$ cat config.mk
export PLATFORM = sky130hd
export DESIGN_NAME = bnc_ram
export DESIGN_NICKNAME = d
export VERILOG_FILES = /design/src/rtl/bnc_ram.sv
export SDC_FILE = /design/constraint.sdc
export NUM_CORES = 1
export LEC_CHECK = 0
export ABC_AREA = 1
export BUFFER_PORTS_ARGS = -buffer_cell sky130_fd_sc_hd__buf_2
export CELL_PAD_IN_SITES_DETAIL_PLACEMENT = 1
export CELL_PAD_IN_SITES_GLOBAL_PLACEMENT = 1
export CORE_MARGIN = 2
export CORE_UTILIZATION = 49
export CTS_CLUSTER_SIZE = 30
export DETAILED_ROUTE_END_ITERATION = 16
export PLACE_DENSITY = 0.82
export SLEW_MARGIN = 15
export SYNTH_ARGS = -nofsm -noshare
export SYNTH_HDL_FRONTEND = slang
export SYNTH_SLANG_ARGS = --single-unit
$ cat constraint.sdc
create_clock -name clock -period 1.4 [get_ports clock]
set_input_delay 0.07 -clock clock [delete_from_list [all_inputs] [get_ports clock]]
set_output_delay 0.07 -clock clock [all_outputs]
set_load 0.01 [all_outputs]
$ cat src/rtl/bnc_ram.sv
// Generic single-write, single-read RAM with registered read data.
module bnc_ram #(
   parameter int unsigned WIDTH = 8,
   parameter int unsigned DEPTH = 16
) (
   input  logic                     clock,
   input  logic                     we,
   input  logic [$clog2(DEPTH)-1:0] waddr,
   input  logic [WIDTH-1:0]         wdata,
   input  logic [$clog2(DEPTH)-1:0] raddr,
   output logic [WIDTH-1:0]         rdata
);

   logic [WIDTH-1:0] mem [DEPTH];
   logic [WIDTH-1:0] rdata_ff;

   always_ff @(posedge clock) begin
      if (we) begin
         mem[waddr] <= wdata;
      end
      rdata_ff <= mem[raddr];
   end

   assign rdata = rdata_ff;

endmodule

# == After elaboration in Yosys (flattened, before gate mapping) ==
# Memories as Yosys holds them, arrays and structs flattened. A register that Yosys moved wholly into a read port is not among the register bits.
# Cells that the tools add are included.
# W data, S select, Z words.
# word_totals
n_memories,1
register_bits,0
output_inout_bits,8
mem_bits_rw,128
word_cells,3
# mem_list
memory,depth,width,rd,rd_clocked_by_memory_dff,wr,line_no,rtl
mem,16,8,1,1,1,14,logic [WIDTH-1:0] mem [DEPTH];
# op_classes
mux,2
# op_table
operator,n
$mux W1,2

# == Logic depth before layout (Yosys ltp) ==
# Gate-level depths: netlist of run 1.
# depth
word_depth,2
ltp_mapped,8
depth_no_buf,7

# == Worst setup path before layout of run 1 ==
# No wires, ideal clock.
# synth_timing
path_kind,input-to-reg
from,in waddr[2]
to,mem mem[10][0] (enable)
slack_ns,0.379
t_arrival_ns,0.651
required_time_ns,1.030
path_buffers,0
stages,2
setup_time_ns,0.370
cell_sequence,nand3b_1 > nor2_1
# synth_rtl
element,line_no,rtl
"start, declared",8,"input logic [$clog2(DEPTH)-1:0] waddr,"
"end, declared",14,
# No word-level cell before the write port.

==> results of run 1 <==
==> registers in the layout, indices dropped and copies added (netlist names) <==
register / count
mem: 128
rdata: 8
==> layer usage <==
metal / part of all wire / up-vias
li1: - / 1873
met1: 0.40 / 2054
met2: 0.52 / 125
met3: 0.049 / 42
met4: 0.037 / 0
met5: 0 / -
==> cell type report <==
class / count / area (um^2)
multi-input combinational: 289 / 1210
timing repair buffer: 53 / 360
sequential: 136 / 4000
inverter: 102 / 383
clock buffer: 17 / 425
clock inverter: 14 / 159
tap: 143 / 179
fill: 1260 / 4740
==> worst min path at each step <==
stage                         from        end  slack, ps  cells after the start
after floorplan           wdata[0]  mem[0][0]        170                      0
after global placement    rdata[4]   rdata[4]        470                      1
after detailed placement  rdata[7]   rdata[7]        470                      1
after CTS                 wdata[2]  mem[3][2]         50                      1
after global routing      wdata[2]  mem[3][2]         60                      1
final                     wdata[2]  mem[3][2]         70                      1
==> logic make-up (layout without fill, tap and decap cells) <==
kind of cell,count (synthesis),after routing,synth area share
AND/OR/NAND/NOR,289,289,0.210
buffers and inverters,126,186,0.0952
flip-flops,136,136,0.694
==> placed cells by master (no fill, tap or decap) <==
cell type / count
buf_4: 26
inv_2: 2
bufinv_16: 3
clkinvlp_4: 5
clkbuf_16: 17
clkinv_4: 1
buf_12: 2
buf_2: 25
nand3b_1: 2
dfxtp_1: 8
nand3_1: 97
nor2_1: 17
inv_1: 100
clkinv_1: 2
edfxtp_1: 128
clkinv_2: 3
nand2_1: 173
==> report_power, final <==
group          switching, mW  total (mW)  internal, mW
combinational          0.428       0.604         0.177
sequential            0.0311        4.58          4.55
clock                   1.66        4.42          2.76
==> worst max-delay path: cells and delay by family, from the launching register on <==
kind / cells / cell delay, ps
AND/OR/NAND/NOR: 5 / 480
flip-flops: 1 / 380
buffers and inverters: 1 / 80
==> per-stage QoR <==
step	instance area (um^2)	power (mW)
after floorplan	5770	4.99
after global placement	6140	5.23
after detailed placement	6140	5.27
after CTS	6720	9.67
after global routing	6720	9.90
final	6720	9.61
==> impl_metrics.yaml, run 1 <==
status:
  status: "finished clean"
setup_path:
  critical_path_required_ps: 1710
  worstPathCellList: "inv_1, nand2_1, nand3_1, nand3_1, nand3_1, nand2_1"
  cpMostUsedCell: "nand3_1"
  path_class: "register to register"
  crit_path_end: "rdata[6]"
  reg2reg_depth: 6
  cp-start-kind: "register"
  critPathMaxStageDelay_ps: 380
  worstPathArrival_ps: 1370
  cp_max_fo: 1
  end_kind: "register"
  timing.rr.end: "rdata[6]"
  r2r_setup_slack_ps: 340
  crit_slowest_cell: "edfxtp_1"
  reg2reg_from: "mem[6][6]"
  startpoint: "mem[6][6]"
power:
  p_leak_nw: 2.94
  ir_drop_mv: 1.24
  p_per_area_mw_per_mm2: 1430
clock_network:
  h-tree-depth: 4
  tritoncts: "built"
  cts_sinks: 136
  path_clk_slew_ps: 60
  cts_buffers: 17
  clockBufferDepth: 2
  postCtsSetupBuffers: 0
  cts_root_buffer: "clkbuf_16"
  cts_resized: 0
  clock_latency_ps: 420
  ctsHoldBuffers: 0
synthesis:
  synth-main-ff-cell: "edfxtp_1"
  synth_fp_nets: 569
  syn_inst: 551
  yosys_warnings: 0
  yosysTopAreaCell: "edfxtp_1"
  yosysSeqAreaShare: 0.694
  synth_top_cell_area_share: 0.667
  synth-edff-count: 128
  synth_seq_cells: 136
  synth.most_common_cell: "nand2_1"
  ys_async_sr_fraction: 0
  yosys-top-cells-count: "nand2_1 (173), edfxtp_1 (128), inv_1 (100)"
  syn_area_per_cell_um2: 10.5
  netlist_area_mm2: 0.00577
  synth.area.top_cells: "edfxtp_1 (67%), nand2_1 (11%), nand3_1 (8.4%), inv_1 (6.5%), dfxtp_1 (2.8%)"
  synth.distinct_cells: 12
floorplanning:
  fp.dieH_um: 112
  dieArea_mm2: 0.0127
  start_util: 0.503
  die_x_um: 112
  row_count: 39
  design.core.area_mm2: 0.0115
  io_pins: 26
cells_and_area:
  final_util: 0.586
  final_layout_size_suffix_gt1_frac: 0.137
  areaGrowthSynthToFinish_pct: 16.6
  final_cells: 754
  antennaDiodeCount: 0
  final_net_count: 617
route:
  ant_nets: 0
  vias: 4094
  wl_per_cell_um: 20.7
  routed_via_density: 5.43
  drc: 0
  drt-total-wl_um: 15600
  drt_iter0_drc: 288
  drt-pass1-iter-count: 4
global_route:
  met3_usage: 0.0751
  grt_use_met1: 0.315
  grt_max_degree: 65
  grt_pass1_wl_um: 24400
  grt_use_met2: 0.450
  grt_pass1_vias: 4473
  gr-total-overflow: 0
  grt_usage: 0.266
  antenna_found_initial: 0
  top_usage_layer: "met2"
place:
  io_buffers: 25
  place.gp.congestion: 0.862
  hpwl_um: 9920
  dp_slack_ps: 141
  dp.cells: 723
sta:
  slew_viol_final: 0
  hold_ws_ps: 69.6
  hold_violations: 0
  max_slew_margin: 0.737
  layout_setup_ws_ps: 339
  clock_skew_ps: 7.17
  layout_worst_path_cycle_share: 0.758
  rsz0062_at_grt: "false"
  layout_min_cycle_time_ps: 1060
  finalSetupViolations: 0
  setup_tns_ps: 0
  max_freq_ghz: 0.942
  tightest_slew_ps: 394
flow_run:
  cap_violations: 0
hold_path:
  hold_path_class: "primary input to register"
Note: power is estimated with default switching activity, not from simulation.
==> inputs of run 2 (changes only) <==
--- a/config.mk
+++ b/config.mk
@@ -10,10 +10,10 @@
 export CELL_PAD_IN_SITES_DETAIL_PLACEMENT = 1
 export CELL_PAD_IN_SITES_GLOBAL_PLACEMENT = 1
 export CORE_MARGIN = 2
-export CORE_UTILIZATION = 49
+export CORE_UTILIZATION = 44
 export CTS_CLUSTER_SIZE = 30
 export DETAILED_ROUTE_END_ITERATION = 16
-export PLACE_DENSITY = 0.82
+export PLACE_DENSITY = 0.78
 export SLEW_MARGIN = 15
 export SYNTH_ARGS = -nofsm -noshare
 export SYNTH_HDL_FRONTEND = slang
==> constraint.sdc (replaced) <==
create_clock -name clock -period 0.9 [get_ports clock]
set_input_delay 0.045 -clock clock [delete_from_list [all_inputs] [get_ports clock]]
set_output_delay 0.045 -clock clock [all_outputs]
set_load 0.01 [all_outputs]
==> run 2 against run 1 <==
The run now ends with negative setup slack left. Global-route usage is 4.0 points lower. Register-to-register slack worse by 400 ps. Critical path depth stayed put. Power is 60% higher. Setup slack worse by 400 ps. Count of clock-buffer cells in the layout is 5 higher. Combinational power is 85% higher. Clock skew is 0.92 ps higher. Non-clock buffer count is 4 higher. Critical path type unchanged. Highest routed layer unchanged.
==> impl_metrics.yaml, run 2 (synthesis gave the netlist of run 1 again) <==
cells_and_area:
  top_register: "mem"
  final_net_count: 621
  areaGrowthSynthToFinish_pct: 26.2
  final_common_cell: "nand2_1"
  final_layout_size_suffix_gt1_frac: 0.268
  antennaDiodeCount: 0
  seqCellArea_mm2: 0.00401
  largest_reg_flops: 128
  layout_common_cells: "nand2_1 (161), edfxtp_1 (128), inv_1 (96)"
  finalInstanceArea_mm2: 0.00728
  fillers: 1381
  multi_input_area_mm2: 0.00151
setup_path:
  reg2reg_depth: 6
  critical_path_required_ps: 1210
  end_kind: "register"
  reg2reg_from: "mem[0][7]"
  cp_max_fo: 1
  timing.rr.end: "rdata[7]"
  path_class: "register to register"
  cp-start-kind: "register"
  worstPathArrival_ps: 1270
  r2r_setup_slack_ps: -60
  startpoint: "mem[0][7]"
global_route:
  gr-total-overflow: 0
  grt_pass1_wl_um: 23500
  grt_pass1_vias: 4207
  grt_max_degree: 48
  grt_usage: 0.226
  antenna_found_initial: 0
route:
  drt-total-wl_um: 15200
  drc: 0
  drt-pass1-iter-count: 4
  drt_iter0_drc: 352
  routed_via_density: 5.11
  wl_per_cell_um: 19.3
  ant_nets: 0
  vias: 4024
flow_run:
  cap_violations: 0
sta:
  tightest_slew_ps: 405
  layout_setup_ws_ps: -63.0
  rsz0062_at_grt: "true"
  slew_viol_final: 0
  max_slew_margin: 0.730
  hold_violations: 0
  setup_tns_ps: -301
  clock_skew_ps: 8.10
  finalSetupViolations: 13
  max_freq_ghz: 1.04
  layout_worst_path_cycle_share: 1.07
  layout_min_cycle_time_ps: 963
clock_network:
  cts_root_buffer: "clkbuf_16"
  path_clk_slew_ps: 60
  cts_sinks: 136
  postCtsSetupBuffers: 0
  h-tree-depth: 4
  cts_buffers: 17
  clockBufferDepth: 2
  clock_latency_ps: 420
  tritoncts: "built"
floorplanning:
  die_x_um: 118
  dieArea_mm2: 0.0140
  io_pins: 26
  fp.dieH_um: 118
  start_util: 0.453
  row_count: 41
  design.core.area_mm2: 0.0127
place:
  io_buffers: 25
  place_area_mm2: 0.00633
  place.gp.congestion: 0.821
  hpwl_um: 9760
power:
  total_power_mw: 15.4
  p_per_area_mw_per_mm2: 2110
  p_leak_nw: 3.14
  ir_drop_mv: 1.26
hold_path:
  hold_path_class: "primary input to register"
  min_from: "raddr[3]"
  min_to: "rdata[4]"
  hold_depth: 3
status:
  status: "finished, violations left"
  failed_checks: "negative setup slack"
## run 2: cell count changes in the layout (fill, tap and decap cells not counted), moves of 9 or more
| cell | previous run | this run |
|---|---|---|
| buf_12 | 2 | 11 |
| nand3_1 | 97 | 48 |
| nand2_2 | 0 | 12 |
| nand2_1 | 173 | 161 |
| nand3_2 | 0 | 48 |
## run 2: cell type report
| cell class | count | share of cell area |
|---|---|---|
| clock inverter | 10 | 0.0168 |
| timing repair buffer | 57 | 0.0755 |
| inverter | 102 | 0.0526 |
| sequential | 136 | 0.551 |
| multi-input combinational | 289 | 0.208 |
| clock buffer | 22 | 0.0665 |
| tap | 172 | 0.0296 |
## run 2: repair_timing
action / 4_1_cts / 5_1_grt
setup endpoints to repair: 16 / 16
hold buffers: 1 / 0
hold endpoints to repair: 1 / 0
pin swaps: 31 / 23
resized for setup: 39 / 41
## run 2: stage by stage
step | std cells | hold slack, ps | util | setup WS [ps]
4_1_cts | 788 | 4.38 | 0.559 | -48.5
6_report | 788 | 16.7 | 0.572 | -63.0
3_5_place_dp | 755 | 445 | 0.497 | -258
2_1_floorplan | 551 | 144 | - | -95.8
3_3_place_gp | 755 | 431 | 0.497 | -194
5_1_grt | 788 | 16.2 | 0.572 | -121
## run 2: how the worst max path moves through the flow
| stage | to | slack (ps) | depth (start not counted) |
|---|---|---|---|
| 3_5_place_dp | mem[8][4] | -260 | 4 |
| 2_1_floorplan | mem[10][0] | -100 | 2 |
| 6_report | rdata[7] | -60 | 6 |
| 4_1_cts | rdata[1] | -50 | 1 |
| 5_1_grt | rdata[6] | -120 | 6 |
| 3_3_place_gp | mem[9][6] | -190 | 4 |
## run 2: worst max-delay path, stage by stage, from the launching register on
cell      delay (ps)
edfxtp_1         360
inv_1             80
nand2_1           70
nand3_2           70
nand3_2          110
nand3_4          110
nand2_2           60
## run 2: metal layers
metal,up-vias,part of all wire,GRT usage
met5,-,0,0
met4,0,0.021,0.0841
met3,26,0.034,0.0560
met2,86,0.49,0.363
met1,2035,0.45,0.298
li1,1877,-,-
## run 2: report_power, final
part	internal (mW)	switching (mW)	leakage (nW)
Combinational	0.402	0.717	1.61
Sequential	7.09	0.0644	1.22
Clock	4.60	2.48	0.305
Total	12.1	3.27	3.14
